## src/design/dfls_pkg.sv

```systemverilog
// ----------------------------------------------------------------------------
// dfls_pkg
// Shared types and constants for the DCO frequency lock stepper.
// ----------------------------------------------------------------------------
package dfls_pkg;

   localparam int CaptureWidth = 16;
   localparam int FreqWidth    = 31;
   localparam int FineWidth    = 8;
   localparam int CoarseWidth  = 3;
   localparam int CountWidth   = 16;
   localparam int RefShift     = 15;  // 32768 Hz reference: multiply by 2^15

   localparam logic [FineWidth-1:0]   FineReset   = 8'h60;
   localparam logic [CoarseWidth-1:0] CoarseReset = 3'd4;
   localparam logic [FineWidth-1:0]   FineMin     = 8'h00;
   localparam logic [FineWidth-1:0]   FineMax     = 8'hFF;
   localparam logic [CoarseWidth-1:0] CoarseMin   = 3'd0;
   localparam logic [CoarseWidth-1:0] CoarseMax   = 3'd7;
   localparam logic [CountWidth-1:0]  CountMax    = 16'hFFFF;
   localparam logic [FreqWidth-1:0]   MinFreqReset = 31'd0;
   localparam logic [FreqWidth-1:0]   MaxFreqReset = 31'h7FFF_FFFF;

   typedef enum logic [0:0] {
      CSR_MIN_FREQUENCY = 1'b0,
      CSR_MAX_FREQUENCY = 1'b1
   } csr_index_type;

   // Oscillator tuning state carried from one measurement to the next.
   typedef struct packed {
      logic [FineWidth-1:0]   fine_code;
      logic [CoarseWidth-1:0] coarse_range;
      logic [CountWidth-1:0]  adjust_count;
   } tune_state_type;

   // Frequency bounds from the register file.
   typedef struct packed {
      logic [FreqWidth-1:0] min_frequency;
      logic [FreqWidth-1:0] max_frequency;
   } bounds_type;

endpackage

```

## src/design/dfls_csr.sv

```systemverilog
// ----------------------------------------------------------------------------
// dfls_csr
// Register file holding the lower and upper frequency bounds.
// ----------------------------------------------------------------------------
module dfls_csr (
   input  logic                          clock,
   input  logic                          reset,
   input  logic                          csr_valid,
   input  logic [0:0]                    csr_index,
   input  logic [dfls_pkg::FreqWidth-1:0] csr_data,
   output dfls_pkg::bounds_type          bounds
);

   dfls_pkg::bounds_type bounds_ff;
   dfls_pkg::bounds_type bounds_in;

   always_comb begin
      bounds_in = bounds_ff;
      if (csr_valid) begin
         case (dfls_pkg::csr_index_type'(csr_index))
            dfls_pkg::CSR_MIN_FREQUENCY: bounds_in.min_frequency = csr_data;
            dfls_pkg::CSR_MAX_FREQUENCY: bounds_in.max_frequency = csr_data;
            default:                     bounds_in = bounds_ff;
         endcase
      end
   end

   always_ff @(posedge clock) begin
      if (reset) begin
         bounds_ff.min_frequency <= dfls_pkg::MinFreqReset;
         bounds_ff.max_frequency <= dfls_pkg::MaxFreqReset;
      end else begin
         bounds_ff <= bounds_in;
      end
   end

   assign bounds = bounds_ff;

endmodule

```

## src/design/dfls_step.sv

```systemverilog
// ----------------------------------------------------------------------------
// dfls_step
// One tuning step: frequency from the capture difference, bound compare,
// and the saturating fine/coarse code step with the step counter.
// ----------------------------------------------------------------------------
module dfls_step (
   input  logic [dfls_pkg::CaptureWidth-1:0] early_count,
   input  logic [dfls_pkg::CaptureWidth-1:0] late_count,
   input  logic                              start_tune,
   input  dfls_pkg::bounds_type              bounds,
   input  dfls_pkg::tune_state_type          state_cur,
   output dfls_pkg::tune_state_type          state_next,
   output logic                              locked,
   output logic [dfls_pkg::FreqWidth-1:0]    measured_frequency
);

   logic [dfls_pkg::CaptureWidth-1:0] diff;
   logic                              step_down;
   logic                              step_up;
   logic [dfls_pkg::CountWidth-1:0]   count_base;

   // The subtraction wraps naturally at 16 bits, matching the timer rollover.
   assign diff               = late_count - early_count;
   assign measured_frequency = {diff, {dfls_pkg::RefShift{1'b0}}};

   assign locked    = (measured_frequency > bounds.min_frequency) &&
                      (measured_frequency < bounds.max_frequency);
   assign step_down = !locked && (measured_frequency > bounds.max_frequency);
   assign step_up   = !locked && !step_down &&
                      (measured_frequency < bounds.min_frequency);

   assign count_base = start_tune ? '0 : state_cur.adjust_count;

   always_comb begin
      state_next              = state_cur;
      state_next.adjust_count = count_base;
      if (step_down) begin
         if (state_cur.fine_code != dfls_pkg::FineMin) begin
            state_next.fine_code = state_cur.fine_code - 1'b1;
         end else if (state_cur.coarse_range != dfls_pkg::CoarseMin) begin
            state_next.coarse_range = state_cur.coarse_range - 1'b1;
            state_next.fine_code    = dfls_pkg::FineMax;
         end
      end else if (step_up) begin
         if (state_cur.fine_code != dfls_pkg::FineMax) begin
            state_next.fine_code = state_cur.fine_code + 1'b1;
         end else if (state_cur.coarse_range != dfls_pkg::CoarseMax) begin
            state_next.coarse_range = state_cur.coarse_range + 1'b1;
            state_next.fine_code    = dfls_pkg::FineMin;
         end
      end
      if ((step_down || step_up) && (count_base != dfls_pkg::CountMax)) begin
         state_next.adjust_count = count_base + 1'b1;
      end
   end

endmodule

```

## src/design/dco_frequency_lock_stepper.sv

```systemverilog
// ----------------------------------------------------------------------------
// dco_frequency_lock_stepper
// Frequency-locked-loop calibration step for a digitally controlled
// oscillator: measures, compares with bounds, and nudges the DCO code.
// ----------------------------------------------------------------------------
//
//   Channel  Direction  Handshake          Beat contents
//   req_     in         valid / stall      two timer captures, overflow, start
//   rsp_     out        valid / stall      DCO code, range, lock, count, freq
//   csr_     in         valid / ready      register index, 31-bit bound value
//
// A request beat is taken into an input register, from which the step logic
// loads the result register and the tuning state; a new beat can enter every
// cycle unless a stalled result holds a beat in the input register.
// Beats flagged with a capture overflow leave without a result or state change.
// Reset is synchronous and active high: both registers empty, code 0x60,
// range 4, step count zero, bounds at full span. A stalled result raises
// req_stall only while the input register holds a beat that needs the result
// register. The register port is always ready and takes one write per cycle.
//
module dco_frequency_lock_stepper (
   input  logic                              clock,
   input  logic                              reset,

   input  logic                              req_valid,
   output logic                              req_stall,
   input  logic [dfls_pkg::CaptureWidth-1:0] req_early_count,
   input  logic [dfls_pkg::CaptureWidth-1:0] req_late_count,
   input  logic                              req_capture_overflow,
   input  logic                              req_start_tune,

   output logic                              rsp_valid,
   input  logic                              rsp_stall,
   output logic [dfls_pkg::FineWidth-1:0]    rsp_dco_code,
   output logic [dfls_pkg::CoarseWidth-1:0]  rsp_range_select,
   output logic                              rsp_locked,
   output logic [dfls_pkg::CountWidth-1:0]   rsp_step_count,
   output logic [dfls_pkg::FreqWidth-1:0]    rsp_measured_frequency,

   input  logic                              csr_valid,
   output logic                              csr_ready,
   input  logic [0:0]                        csr_index,
   input  logic [dfls_pkg::FreqWidth-1:0]    csr_data
);

   // Input register.
   logic                              in_valid_ff;
   logic                              in_valid_in;
   logic [dfls_pkg::CaptureWidth-1:0] first_ff;
   logic [dfls_pkg::CaptureWidth-1:0] second_ff;
   logic                              overflow_ff;
   logic                              start_ff;

   // Tuning state and result register.
   dfls_pkg::tune_state_type          state_ff;
   dfls_pkg::tune_state_type          state_in;
   dfls_pkg::tune_state_type          state_step;
   logic                              out_valid_ff;
   logic                              out_valid_in;
   logic                              locked_ff;
   logic [dfls_pkg::FreqWidth-1:0]    freq_ff;

   dfls_pkg::bounds_type              bounds;
   logic                              step_locked;
   logic [dfls_pkg::FreqWidth-1:0]    step_freq;

   logic                              out_open;
   logic                              in_leave;
   logic                              in_load;
   logic                              out_load;

   assign csr_ready = 1'b1;

   dfls_csr u_csr (
      .clock     (clock),
      .reset     (reset),
      .csr_valid (csr_valid),
      .csr_index (csr_index),
      .csr_data  (csr_data),
      .bounds    (bounds)
   );

   dfls_step u_step (
      .early_count        (first_ff),
      .late_count         (second_ff),
      .start_tune         (start_ff),
      .bounds             (bounds),
      .state_cur          (state_ff),
      .state_next         (state_step),
      .locked             (step_locked),
      .measured_frequency (step_freq)
   );

   // The result register can take a new beat when empty or being drained.
   assign out_open = !out_valid_ff || !rsp_stall;

   // An overflowed beat never needs the result register, so it always leaves.
   assign in_leave = in_valid_ff && (overflow_ff || out_open);
   assign req_stall = in_valid_ff && !in_leave;
   assign in_load   = req_valid && !req_stall;
   assign out_load  = in_leave && !overflow_ff;

   always_comb begin
      in_valid_in = in_valid_ff;
      if (in_load) begin
         in_valid_in = 1'b1;
      end else if (in_leave) begin
         in_valid_in = 1'b0;
      end

      out_valid_in = out_valid_ff;
      if (out_load) begin
         out_valid_in = 1'b1;
      end else if (!rsp_stall) begin
         out_valid_in = 1'b0;
      end

      state_in = out_load ? state_step : state_ff;
   end

   always_ff @(posedge clock) begin
      if (reset) begin
         in_valid_ff            <= 1'b0;
         out_valid_ff           <= 1'b0;
         state_ff.fine_code     <= dfls_pkg::FineReset;
         state_ff.coarse_range  <= dfls_pkg::CoarseReset;
         state_ff.adjust_count  <= '0;
      end else begin
         in_valid_ff  <= in_valid_in;
         out_valid_ff <= out_valid_in;
         state_ff     <= state_in;
      end
   end

   // Payload registers carry no reset.
   always_ff @(posedge clock) begin
      if (in_load) begin
         first_ff    <= req_early_count;
         second_ff   <= req_late_count;
         overflow_ff <= req_capture_overflow;
         start_ff    <= req_start_tune;
      end
      if (out_load) begin
         locked_ff <= step_locked;
         freq_ff   <= step_freq;
      end
   end

   // The tuning state only changes when a result is loaded, so it doubles
   // as the held copy of the code, range and count for a stalled result.
   assign rsp_valid              = out_valid_ff;
   assign rsp_dco_code           = state_ff.fine_code;
   assign rsp_range_select       = state_ff.coarse_range;
   assign rsp_step_count         = state_ff.adjust_count;
   assign rsp_locked             = locked_ff;
   assign rsp_measured_frequency = freq_ff;

endmodule
```

## config.mk

```make
export PLATFORM = sky130hd
export DESIGN_NAME = dco_frequency_lock_stepper
export DESIGN_NICKNAME = d
export VERILOG_FILES = /design/src/design/dfls_pkg.sv /design/src/design/dfls_csr.sv /design/src/design/dfls_step.sv /design/src/design/dco_frequency_lock_stepper.sv
export SDC_FILE = /design/constraint.sdc
export NUM_CORES = 1
export LEC_CHECK = 0
export BUFFER_PORTS_ARGS = -buffer_cell sky130_fd_sc_hd__buf_2
export CAP_MARGIN = 5
export CELL_PAD_IN_SITES_DETAIL_PLACEMENT = 1
export CELL_PAD_IN_SITES_GLOBAL_PLACEMENT = 1
export CORE_MARGIN = 4
export CORE_UTILIZATION = 42
export CTS_BUF_LIST = sky130_fd_sc_hd__clkbuf_16
export DETAILED_ROUTE_END_ITERATION = 10
export PLACE_DENSITY = 0.88
export REMOVE_ABC_BUFFERS = 1
export SYNTH_ARGS = -nofsm -noshare
export SYNTH_HDL_FRONTEND = slang
export SYNTH_SLANG_ARGS = --single-unit
```

## constraint.sdc

```tcl
create_clock -name clock -period 5.51 [get_ports clock]
set_input_delay 0.2755 -clock clock [delete_from_list [all_inputs] [get_ports clock]]
set_output_delay 0.2755 -clock clock [all_outputs]
set_load 0.1 [all_outputs]
```

After elaboration in Yosys (flattened, before gate mapping)
Cells that the tools add are included.
Widths: inputs -> output; s select.

storage, ports and cells
  bits in registers = 142
  word-level logic and storage cells = 75

cells by class
  add/sub/neg operators = 6
  order comparisons = 4
  equality and inequality tests = 8
  multiplexer cells = 14
  bitwise operators = 1
  reductions and logical operators = 29

operators by type and width
  kind                   count
  $gt 31x31->1           2
  $lt 31x31->1           2
  $mux 11                4
  $mux 16                2
  $add 16x1->16 const B  1
  $mux 8                 2
  $ne 16x16->1 const B   1
  $sub 16x16->16         1
  $logic_and 1x1->1      9
  $add 8x1->8 const B    1
  $ne 8x8->1 const B     1
  $reduce_bool 8->1      1
  $sub 8x1->8 const B    1
  $logic_not 1->1        7
  $mux 3                 2
  $ne 3x3->1 const B     2
  $reduce_and 6->1       1
  $reduce_bool 2->1      3
  $reduce_bool 3->1      2
  $mux 1                 4
  $ne 2x1->1 const B     2
  $ne 2x2->1 const B     2
  $reduce_and 2->1       2
  $reduce_and 4->1       1
  other kinds (4)        6

Logic depth before layout (Yosys ltp)
Gate-level depths: netlist of the first run.

  depth after elaboration = 11
  gate-level depth with buffers = 22
  depth with buffers taken out = 21

Hierarchy
Synthesis of the first run repeated with hierarchy kept, for this count alone.

unflattened totals
  cell total of the unflattened synthesis = 885
  area, all modules = 8824.7 µm²

modules (own cells, without submodules)
  module                      times used  cells each  area each (µm²)  sequential area each (µm²)
  dco_frequency_lock_stepper  1           195         3299.4           2562.5
  dfls_step                   1           441         2895.3           0.0
  dfls_csr                    1           249         2630.0           1241.2

Worst setup path before layout of the first run
No wires, ideal clock.

  kind = register to register
  from = register second_ff[0] in the netlist's numbering
  to = register state_ff (netlist bit rsp_step_count[15])
  setup time = 121 ps
  arrival time = 4527 ps
  path slack = 862 ps
  cell stages (with the launch flop) = 21
  buffers on the path = 1
  path through = edfxtp_1 > inv_1 > ha_1 > inv_1 > fa_1 > a21o_1 > a21oi_1 > o21a_1 > nor3b_1 > nor3b_1 > o31ai_1 > xor2_1 > ha_1 > a21oi_1 > nand2_1 > a21o_1 > a211o_1 > clkbuf_1 > a2111oi_0 > nand3_1 > mux2_2

on the way
  cells in the longest elaborated chain, start to end = 11
  elaborated cells on any way between the ends = 14
  those cells by class = 1 x add/sub; 4 x order compare; 1 x mux; 8 x reduce/logical

ends and longest elaborated chain
  item                                          RTL line                           source
  from (decl)                                   dco_frequency_lock_stepper.sv:50   logic [dfls_pkg::CaptureWidth-1:0] second_ff;
  from (signal assigned)                        dco_frequency_lock_stepper.sv:139  second_ff <= req_late_count;
  $sub 16x16->16 (*)                            dfls_step.sv:23                    assign diff = late_count - early_count;
  net step_freq, one bit                        dco_frequency_lock_stepper.sv:65   logic [dfls_pkg::FreqWidth-1:0] step_freq;
  $gt 31x31->1 or $lt 31x31->1 (tied branches)  dfls_step.sv:26, dfls_step.sv:27
  $logic_and 1x1->1                             dfls_step.sv:26                    assign locked = (measured_frequency > bounds.min_frequency) &&
  $logic_not 1->1                               dfls_step.sv:28, dfls_step.sv:29
  $logic_and 1x1->1                             dfls_step.sv:28                    assign step_down = !locked && (measured_frequency > bounds.max_frequency);
  $logic_not 1->1                               dfls_step.sv:29                    assign step_up = !locked && !step_down &&
  $logic_and 1x1->1 (2 in a row)                dfls_step.sv:29
  $logic_or 1x1->1 (*)                          dfls_step.sv:52                    if ((step_down || step_up) && (count_base != dfls_pkg::CountMax)) begin
  $logic_and 1x1->1 (*)                         dfls_step.sv:52
  $mux 16 (*)                                   dfls_step.sv:52
  to (signal assigned)                          dco_frequency_lock_stepper.sv:131  state_ff <= state_in;
  to (decl)                                     dco_frequency_lock_stepper.sv:55   dfls_pkg::tune_state_type state_ff;

Mark *: on every way through the listed nets, which the timed path passes. The rest lies on a longest branch.
A chain may end at the register's enable or synchronous reset.

Final worst setup path of the first run
  from = register second_ff[1] in the netlist's numbering
  to = register state_ff (netlist bit rsp_dco_code[4])

on the way
  cells in the longest elaborated chain, start to end = 10
  elaborated cells on any way between the ends = 16
  those cells by class = 1 x add/sub; 4 x order compare; 1 x eq/ne; 1 x mux; 9 x reduce/logical

ends and longest elaborated chain
  item                                          RTL line
  $sub 16x16->16 (*)                            dfls_step.sv:23
  net step_freq, one bit                        dco_frequency_lock_stepper.sv:65
  $gt 31x31->1 or $lt 31x31->1 (tied branches)  dfls_step.sv:26, dfls_step.sv:27
  $logic_and 1x1->1                             dfls_step.sv:26
  $logic_not 1->1                               dfls_step.sv:28, dfls_step.sv:29
  $logic_and 1x1->1                             dfls_step.sv:28
  $logic_not 1->1                               dfls_step.sv:29
  $logic_and 1x1->1 (2 in a row)                dfls_step.sv:29
  $reduce_bool 2->1 (no source line)            -
  $reduce_and 4->1 (no source line)             -

Marked as above.

==> results of run 1 <==
-- cell usage in the layout (no fill, tap or decap), types with 9 or more instances in the layout --
| cell | netlist | final |
|---|---|---|
| a21oi_1 | 68 | 68 |
| and3_1 | 14 | 14 |
| buf_2 | 2 | 116 |
| buf_4 | 16 | 9 |
| clkbuf_16 | 0 | 17 |
| conb_1 | 2 | 16 |
| dfxtp_1 | 91 | 91 |
| edfxtp_1 | 51 | 51 |
| ha_1 | 51 | 51 |
| inv_1 | 59 | 61 |
| nand2_1 | 135 | 135 |
| nand3_1 | 83 | 83 |
| nand4_1 | 11 | 11 |
| nor2_1 | 29 | 29 |
| nor3_1 | 14 | 13 |
| nor4_1 | 10 | 10 |
| o21ai_0 | 12 | 11 |
| xnor2_1 | 12 | 12 |
| xor2_1 | 9 | 9 |
-- per-stage QoR --
stage	cell area [sq um]	hold slack [ps]	std cells	utilization (%)
floorplan	7180	338	783	-
global placement	8100	443	1130	46.8
detailed placement	8100	450	1130	46.8
CTS	8730	2.23	1162	50.5
global route	8760	7.74	1166	50.7
finish	8760	19.2	1166	50.7
-- cell families (layout without fill, tap and decap cells) --
| kind of cell | count (synthesis) | after routing | synth area share, % |
|---|---|---|---|
| mux | 14 | 14 | 2.01 |
| buf+inv | 115 | 219 | 6.72 |
| other cells | 2 | 17 | 0.102 |
| xor+xnor | 21 | 21 | 2.49 |
| flops | 142 | 142 | 45.4 |
| compound gates | 142 | 142 | 12.6 |
| fa+ha+maj | 53 | 53 | 9.18 |
| simple gates | 333 | 333 | 21.6 |
-- cells in the mapped netlist, drive strengths merged, types with 13 or more instances --
master	count
nand2	135
nor2	29
nor3	14
and3	14
a21oi	69
inv	61
buf	19
o21ai	13
ha	51
edfxtp	51
dfxtp	91
nand3	83
clkbuf	34
-- layout make-up --
cell class | count | area, sq um
diodes | 1 | 2.50
fillers | 2050 | 8530
repair buffers | 125 | 648
inverters | 62 | 235
well taps | 225 | 282
clock inverters | 15 | 204
multi-input cells | 579 | 3610
flip-flops and latches | 142 | 3350
clock buffers | 17 | 425
-- repair_timing --
action	4_1_cts	5_1_grt
hold buffers	0	0
buffers inserted	0	3
gates resized for setup	0	3
endpoints found under the setup margin	0	13
-- flip-flops by register name (all words and copies together) (netlist names), 3 cells and up --
| register | count |
|---|---|
| u_csr.bounds | 62 |
| rsp_measured_frequency | 16 |
| first_ff | 16 |
| second_ff | 16 |
| rsp_step_count | 16 |
| rsp_range_select | 3 |
| rsp_dco_code | 8 |
-- worst max-delay path by stage --
stage                                start                         endpoint  slack, ps  cells past startpoint
finish              second_ff[1]$_DFFE_PP_     rsp_dco_code[4]$_SDFFE_PP0P_        290                     17
global route        second_ff[1]$_DFFE_PP_     rsp_dco_code[4]$_SDFFE_PP0P_         20                     17
CTS                 second_ff[1]$_DFFE_PP_   rsp_step_count[2]$_SDFFE_PP0P_        190                     16
detailed placement  second_ff[0]$_DFFE_PP_     rsp_dco_code[6]$_SDFFE_PP1P_        370                     20
global placement    second_ff[0]$_DFFE_PP_     rsp_dco_code[4]$_SDFFE_PP0P_        540                     20
floorplan           second_ff[0]$_DFFE_PP_  rsp_step_count[15]$_SDFFE_PP0P_        830                     19
-- worst reg2reg max path: cells and delay by family, from the launching register on --
family          cells  cell delay (ps)
fa+ha+maj           2              640
buf+inv             1              200
flops               1              440
simple gates        5             1110
compound gates      9             2680
-- power breakdown --
part	total, mW	switching (mW)	internal, mW	leakage, nW
Sequential	1.17	0.0255	1.15	1.23
Combinational	0.613	0.424	0.188	2.37
Clock	1.24	0.446	0.794	0.319
Total	3.03	0.896	2.13	3.92
-- per-layer routing --
metal / GRT usage [%] / part of all wire, %
met1: 25.0 / 43
met2: 38.3 / 51
met5: 0 / 0
met3: 4.65 / 5.0
met4: 6.48 / 1.6
==> flow_metrics.env, run 1 <==
export IMPL_ys_seq_elements=142
export IMPL_setup_tns_ps=0
export IMPL_place_ws_ps=367
export IMPL_hold_class="primary input to flip-flop"
export IMPL_die_area_sq_um=19800
export IMPL_crit_family="compound AO/OA/AOI/OAI gates"
export IMPL_syn_avg_cell_area_sq_um=8.99
export IMPL_syn_cell_area_sq_um=7390
export IMPL_fin_crit_ps=5220
export IMPL_setup_viol=0
export IMPL_end_kind="flip-flop"
export IMPL_cp_max_fo=12
export IMPL_ios=133
export IMPL_wire_per_inst_microns=18.4
export IMPL_period_share_pct=94.8
export IMPL_fp_row_count=48
export IMPL_cts_sinks=142
export IMPL_root_buffer="clkbuf_16"
export IMPL_fin_ws_ps=287
export IMPL_clkLatencyLatePin_ps=430
export IMPL_r2r_start="second_ff[1]$_DFFE_PP_"
export IMPL_critPathKind="flip-flop to flip-flop"
export IMPL_cellLeakagePower_nw=3.92
export IMPL_maxCapViolCount=0
export IMPL_cts_buffer_depth=2
export IMPL_ys_warn_count=0
export IMPL_synth_cell_types=67
export IMPL_ys_flop_type="dfxtp_1"
export IMPL_r2r_slack_ps=290
export IMPL_detailed_place_hpwl_microns=14700
export IMPL_ys_seq_area_share_pct=45.4
export IMPL_gp_congestion=0.845
export IMPL_yosysTopAreaCellShare_pct=24.6
export IMPL_antenna_found_initial=1
export IMPL_power_density_nw_per_um2=345
export IMPL_vias=6352
export IMPL_core_area_sq_um=17300
export IMPL_final_antenna_net_count=0
export IMPL_critical_path_slowest_cell="o31ai_1"
export IMPL_r2r_cells=17
export IMPL_overflow=0
export IMPL_crit_path_start_kind="flip-flop"
export IMPL_min_delay_start="req_late_count[2]"
export IMPL_rsz0062_at_grt="false"
export IMPL_worstMarginPinSlew_ps=1110
export IMPL_synth_edf_count=51
export IMPL_drv_slew=0
export IMPL_r2r_end="rsp_dco_code[4]$_SDFFE_PP0P_"
export IMPL_first_pass_iters=5
export IMPL_worstPathArrival_ps=5510
export IMPL_whs_path_depth=1
export IMPL_syn_inst=822
export IMPL_drtIter0Drc=280
export IMPL_routed_wl_microns=21500
export IMPL_nets=1051
export IMPL_grt_pass1_vias=6774
export IMPL_p_total_mw=3.03
export IMPL_critPathBufInv=1
export IMPL_drive_above_1_share_pct=18.7
export IMPL_die_w_microns=141
export IMPL_vdd_drop_max_uv=224
export IMPL_cts_buffers_inserted=17
export IMPL_critPathMaxStageDelay_ps=560
export IMPL_slew_headroom_pct=26.1
export IMPL_drc_errors=0
export IMPL_clk_pin_slew_ps=60
export IMPL_finClkSkew_ps=13.6
export IMPL_hold_violations=0
export IMPL_cts_tree="built"
export IMPL_crit_chain="ha_1 -> nor2b_1 -> o211ai_1 -> a311oi_1 -> a21oi_1 -> o31ai_1 -> or4_1 -> nand3_1 -> ha_1 -> nand3_1 -> nor4_1 -> a22o_1 -> o21ai_4 -> buf_4 -> a221o_1 -> o311ai_0 -> o31ai_1"
export IMPL_fmax_ghz=0.191
export IMPL_cp_required_ps=5790
export IMPL_grt_pass1_wl_microns=33800
export IMPL_synth_area_leaders="dfxtp_1 25%, edfxtp_1 21%, ha_1 8.6%"
export IMPL_fp_dieH_microns=141
export IMPL_cts_htree_levels=4
export IMPL_start_util_pct=42.7
export IMPL_vias_per_cell=5.45
export IMPL_status="complete, no violations"
export IMPL_async_flop_share_pct=0
export IMPL_areaGrowthSynthToFinish_pct=18.6
export IMPL_place_port_buffers=116
export IMPL_grt_max_degree=60
export IMPL_synth_top_area_cell="dfxtp_1"
export IMPL_holdPathEnd="second_ff[2]$_DFFE_PP_"
export IMPL_track_usage_pct=21.2
Note: power is estimated with default switching activity, not from simulation.
==> run 2, diff against run 1 <==
Settings changed: CELL_PAD_IN_SITES_DETAIL_PLACEMENT 1 to 2, CELL_PAD_IN_SITES_GLOBAL_PLACEMENT 1 to 2, CORE_UTILIZATION 42 to 34.
==> run 2 against run 1 <==
Against the previous run:
- core utilization fell by 8.7 points
- die area rose by 22%
- critical path type unchanged
- cell area rose by 1.7%
- worst setup slack got worse by 220 ps
- register-to-register slack got worse by 220 ps
- global-route usage rose by 0.72 points
- clock power fell by 5%
- via count rose by 5.8%
- maximum frequency fell by 4.1%
- critical endpoint is now rsp_dco_code[0]$_SDFFE_PP0P_
==> flow_metrics.env, run 2 (same netlist as run 1, synthesis figures left out) <==
export IMPL_intPower_mw=2.02
export IMPL_cellLeakagePower_nw=3.95
export IMPL_power_density_nw_per_um2=341
export IMPL_cts_sinks=142
export IMPL_critical_path_slowest_cell="a211oi_1"
export IMPL_slew_headroom_pct=16.5
export IMPL_nets=1059
export IMPL_crit_chain="inv_1 -> ha_1 -> inv_1 -> fa_1 -> a21o_1 -> a21oi_1 -> o21a_1 -> nor3b_2 -> nor3b_2 -> o31ai_1 -> xor2_1 -> ha_1 -> nand3_1 -> nor3_1 -> a22oi_1 -> a211oi_1 -> a221o_1 -> o21ai_0 -> o311a_1"
export IMPL_final_cell_mix="135 x nand2_1, 116 x buf_2, 91 x dfxtp_1"
export IMPL_final_common_cell="nand2_1"
export IMPL_core_area_sq_um=21200
export IMPL_fmax_ghz=0.184
export IMPL_antenna_found_initial=0
export IMPL_cts_htree_levels=4
export IMPL_cp_required_ps=5820
export IMPL_place_port_buffers=116
export IMPL_die_w_microns=155
export IMPL_crit_path_start_kind="flip-flop"
export IMPL_first_pass_iters=5
export IMPL_vias=6719
export IMPL_final_antenna_net_count=0
export IMPL_vias_per_cell=5.49
export IMPL_fin_ws_ps=63.8
export IMPL_place_ws_ps=-215
export IMPL_hold_violations=0
export IMPL_p_sw_mw=1.02
export IMPL_track_usage_pct=21.9
export IMPL_maxCapViolCount=0
export IMPL_drv_slew=0
export IMPL_root_buffer="clkbuf_16"
export IMPL_detailed_place_hpwl_microns=18000
export IMPL_critPathBufInv=2
export IMPL_crit_family="compound AO/OA/AOI/OAI gates"
export IMPL_cp_max_fo=7
export IMPL_overflow=0
export IMPL_cts_tree="built"
export IMPL_fp_row_count=53
export IMPL_critPathMaxStageDelay_ps=620
export IMPL_finClkSkew_ps=11.8
export IMPL_swShare_pct=33.6
export IMPL_drtIter0Drc=408
export IMPL_routed_wl_microns=27600
export IMPL_period_share_pct=98.8
export IMPL_hold_class="primary input to flip-flop"
export IMPL_p_comb_share_pct=22.5
export IMPL_drc_errors=0
export IMPL_status="complete, no violations"
export IMPL_setup_viol=0
export IMPL_gp_congestion=0.795
export IMPL_clkPwrFrac_pct=38.8
export IMPL_grt_pass1_wl_microns=41400
export IMPL_vdd_drop_max_uv=205
export IMPL_cts_buffers_inserted=17
export IMPL_end_kind="flip-flop"
export IMPL_grt_max_degree=60
export IMPL_largest_reg_flops=62
export IMPL_die_area_sq_um=24200
export IMPL_clkLatencyLatePin_ps=430
export IMPL_fp_dieH_microns=155
export IMPL_fin_crit_ps=5450
export IMPL_areaGrowthSynthToFinish_pct=20.6
export IMPL_start_util_pct=34.8
export IMPL_wire_per_inst_microns=22.6
export IMPL_worstPathArrival_ps=5760
export IMPL_drive_above_1_share_pct=19.2
export IMPL_clk_pin_slew_ps=70
export IMPL_post_route_util_pct=42.0
export IMPL_worstMarginPinSlew_ps=1250
export IMPL_grt_pass1_vias=7415
export IMPL_p_seq_share_pct=38.7
export IMPL_ios=133
export IMPL_critPathKind="flip-flop to flip-flop"
export IMPL_hold_slack_ps=18.7
export IMPL_diodes=0
export IMPL_cts_buffer_depth=2
-- run 2: final timing paths --
path | start | endpoint | slack (ps) | cells after the start
worst max-delay path | second_ff[0]$_DFFE_PP_ | rsp_dco_code[0]$_SDFFE_PP0P_ | 60 | 19
worst min-delay path | req_late_count[0] | second_ff[0]$_DFFE_PP_ | 20 | 1
worst min register to register | u_csr.bounds[44]$_SDFFE_PP0P_ | u_csr.bounds[44]$_SDFFE_PP0P_ | 460 | 2
worst max register to register | second_ff[0]$_DFFE_PP_ | rsp_dco_code[0]$_SDFFE_PP0P_ | 60 | 19
-- run 2: worst reg2reg max path: cells and delay by family, from the launching register on --
family                     cells  cell delay, ps
AOI/OAI and AO/OA              9            2500
xor gates and xnor gates       1             220
adders and majority gates      3             970
buffers and inverters          2             130
DFF                            1             360
and+or+nand+nor                4            1160
-- run 2: repair_timing --
item,CTS,global route
hold buffers,0,8
pin swaps,1,0
buffers inserted,2,0
endpoints found under the hold margin,0,8
endpoints found under the setup margin,12,25
gates resized for setup,2,7
-- run 2: per-stage QoR --
step | instances | area, sq um | setup TNS (ps) | power [mW]
after floorplan | 783 | 7180 | 0 | 1.61
after global placement | 1181 | 8170 | 0 | 1.77
after detailed placement | 1181 | 8170 | -892 | 1.82
after CTS | 1215 | 8800 | 0 | 3.03
after global routing | 1223 | 8910 | -711 | 3.16
final | 1223 | 8910 | 0 | 3.04
-- run 2: cell type report --
type                            count  area, sq um
Inverter                           62          235
Fill cell                        2389        12300
Sequential cell                   142         3350
Tap cell                          275          344
Timing Repair Buffer              133          728
Clock buffer                       20          500
Multi-Input combinational cell    579         3660
Clock inverter                     12         95.1
-- run 2: power by group through the flow --
stage                     clock network (mW)  registers [mW]  logic (mW)
after CTS                               1.20            1.18       0.660
after floorplan                            0            1.25       0.353
after detailed placement                   0            1.20       0.621
after global routing                    1.25            1.18       0.733
after global placement                     0            1.19       0.580
final                                   1.18            1.17       0.684
-- run 2: metal layers --
metal | vias to the layer above | wire [microns] | share of wire [%] | track usage (%)
met5 | - | 0 | 0 | 0
met4 | 0 | 807 | 2.9 | 6.34
met3 | 54 | 1180 | 4.3 | 4.26
met2 | 201 | 14500 | 53 | 40.7
met1 | 3368 | 11100 | 40 | 25.3
li1 | 3096 | - | - | -
==> run 3, diff against run 2 <==
--- a/config.mk
+++ b/config.mk
@@ -15,3 +15,5 @@
 export DETAILED_ROUTE_END_ITERATION = 10
+export HOLD_SLACK_MARGIN = 0.15
 export PLACE_DENSITY = 0.88
+export RECOVER_POWER = 50
 export REMOVE_ABC_BUFFERS = 1
==> constraint.sdc (replaced) <==
create_clock -name clock -period 5.51 [get_ports clock]
set_input_delay 0.551 -clock clock [delete_from_list [all_inputs] [get_ports clock]]
set_output_delay 0.551 -clock clock [all_outputs]
set_load 0.1 [all_outputs]
==> run 3 against run 2 <==
Against the previous run:
- count of clock-buffer cells in the layout decreased by 3
- first-iteration DRC count decreased by 1.2%
- final cell count decreased by 0.57%
- power decreased by 4.5%
- worst hold slack improved by 260 ps
- combinational power decreased by 6.6%
- clock skew increased by 11 ps
- the run now ends with capacitance limit, slew limit left
- critical path type unchanged
- cell area decreased by 2.2%
- clock power decreased by 8%
- core utilization decreased by 0.93 points
==> flow_metrics.env, run 3 (same netlist as run 1, synthesis figures left out) <==
export IMPL_status="finished, violations left"
export IMPL_violations="capacitance limit, slew limit"
export IMPL_clkLatencyLatePin_ps=450
export IMPL_vdd_drop_max_uv=228
export IMPL_maxCapViolCount=2
export IMPL_post_route_util_pct=41.1
export IMPL_final_cells=1216
export IMPL_end_kind="flip-flop"
export IMPL_vias_per_cell=5.38
export IMPL_fp_dieH_microns=155
export IMPL_critPathKind="flip-flop to flip-flop"
export IMPL_place_inst=1181
export IMPL_grt_busiest_layer="met2"
export IMPL_slew_headroom_pct=-109
export IMPL_drc_errors=0
export IMPL_die_w_microns=155
export IMPL_final_antenna_net_count=0
export IMPL_clk_pin_slew_ps=70
export IMPL_worstMarginPinSlew_ps=3130
export IMPL_overflow=0
export IMPL_place_port_buffers=116
export IMPL_power_density_nw_per_um2=333
export IMPL_grt_pass1_wl_microns=40200
export IMPL_use_met1_pct=25.5
export IMPL_final_cell_mix="135 x nand2_1, 91 x dfxtp_1, 83 x nand3_1"
export IMPL_wire_per_inst_microns=20.9
export IMPL_cts_buffer_depth=2
export IMPL_cp_max_fo=15
export IMPL_areaGrowthSynthToFinish_pct=18.0
export IMPL_cts_buffers_inserted=17
export IMPL_die_area_sq_um=24200
export IMPL_cp_required_ps=5770
export IMPL_hold_violations=0
export IMPL_cts_tree="built"
export IMPL_use_met3_pct=4.20
export IMPL_fp_row_count=53
export IMPL_drive_above_1_share_pct=15.0
export IMPL_cts_htree_levels=4
export IMPL_fin_crit_ps=5150
export IMPL_fillCellCount=2416
export IMPL_worstPathArrival_ps=5410
export IMPL_largest_reg_flops=62
export IMPL_start_util_pct=34.8
export IMPL_cellLeakagePower_nw=3.75
export IMPL_drv_slew=60
export IMPL_period_share_pct=93.5
export IMPL_first_pass_iters=4
export IMPL_setup_tns_ps=0
export IMPL_grt_max_degree=59
export IMPL_antenna_found_initial=0
export IMPL_grt_pass1_vias=7178
export IMPL_routed_wl_microns=25400
export IMPL_crit_path_start_kind="flip-flop"
export IMPL_detailed_place_hpwl_microns=17800
export IMPL_setup_viol=0
export IMPL_root_buffer="clkbuf_16"
export IMPL_hold_class="primary input to flip-flop"
export IMPL_ios=133
export IMPL_fmax_ghz=0.194
export IMPL_nets=1051
export IMPL_drtIter0Drc=403
export IMPL_ctsHoldBuffers=0
export IMPL_vias=6536
export IMPL_track_usage_pct=21.2
export IMPL_grt_use_met2_pct=38.4
export IMPL_finClkSkew_ps=22.7
export IMPL_final_common_cell="nand2_1"
export IMPL_gp_congestion=0.796
export IMPL_cts_sinks=142
export IMPL_core_area_sq_um=21200
-- run 3: cell count changes in the layout (fill, tap and decap cells not counted), sizes merged --
cell / change
buf: -36
clkbuf: +33
dlygate4sd3: -8
clkinv: +5
inv: -3
clkinvlp: +1
diode: +1
-- run 3: layer usage --
layer / part of all wire (%) / up-vias
met5: 0 / -
met3: 3.3 / 31
met1: 42 / 3281
li1: - / 3087
met2: 53 / 137
met4: 1.7 / 0
-- run 3: per-stage QoR --
step | worst slack, ps | hold slack [ps] | area, sq um | power (mW)
2_1_floorplan | 831 | 430 | 7180 | 1.61
3_3_place_gp | 261 | 442 | 8170 | 1.77
3_5_place_dp | -266 | 454 | 8170 | 1.81
4_1_cts | 41.5 | 259 | 8730 | 2.92
5_1_grt | -1.18 | 256 | 8720 | 3.04
6_report | 356 | 277 | 8720 | 2.90
-- run 3: what timing repair did --
item / CTS / global route
pin swaps: 0 / 1
buffers inserted: 0 / 2
gates resized for setup: 2 / 6
endpoints found under the setup margin: 8 / 23
-- run 3: cell type report --
| cell class | instances | area, sq um | share of cell area (%) |
|---|---|---|---|
| multi-input combinational | 579 | 3640 | 41.8 |
| sequential | 142 | 3350 | 38.5 |
| timing repair buffer | 125 | 601 | 6.89 |
| clock buffer | 17 | 425 | 4.88 |
| tap | 275 | 344 | 3.95 |
| inverter | 62 | 235 | 2.70 |
| clock inverter | 15 | 116 | 1.33 |
| antenna | 1 | 2.50 | 0.0287 |
-- run 3: worst paths after layout --
| kind | start | endpoint | slack [ps] | depth (start not counted) |
|---|---|---|---|---|
| worst max register to register | first_ff[1]$_DFFE_PP_ | rsp_dco_code[6]$_SDFFE_PP1P_ | 360 | 18 |
| worst min register to register | u_csr.bounds[44]$_SDFFE_PP0P_ | u_csr.bounds[44]$_SDFFE_PP0P_ | 460 | 2 |
| worst max-delay path | first_ff[1]$_DFFE_PP_ | rsp_dco_code[6]$_SDFFE_PP1P_ | 360 | 18 |
| worst min-delay path | req_late_count[15] | second_ff[15]$_DFFE_PP_ | 280 | 1 |
-- run 3: where the power goes --
part | leakage, nW | internal [mW] | total [mW] | switching (mW)
clock | 0.268 | 0.581 | 1.08 | 0.503
sequential | 1.23 | 1.15 | 1.17 | 0.0281
combinational | 2.25 | 0.191 | 0.639 | 0.448
total | 3.75 | 1.92 | 2.90 | 0.980
-- run 3: worst max-delay path: stages (launching register included) --
cell and delay, ps:
edfxtp_1 400, inv_1 130, ha_1 250, nor2b_1 160, o211ai_1 270, a311oi_2 200, a21oi_1 340, o31ai_2 170
or4_1 510, nand3_1 170, ha_1 170, nand3_1 160, or3_1 450, or3_4 360, o21ai_4 130, inv_4 160
or3_1 540, a311oi_1 310, a41oi_1 70
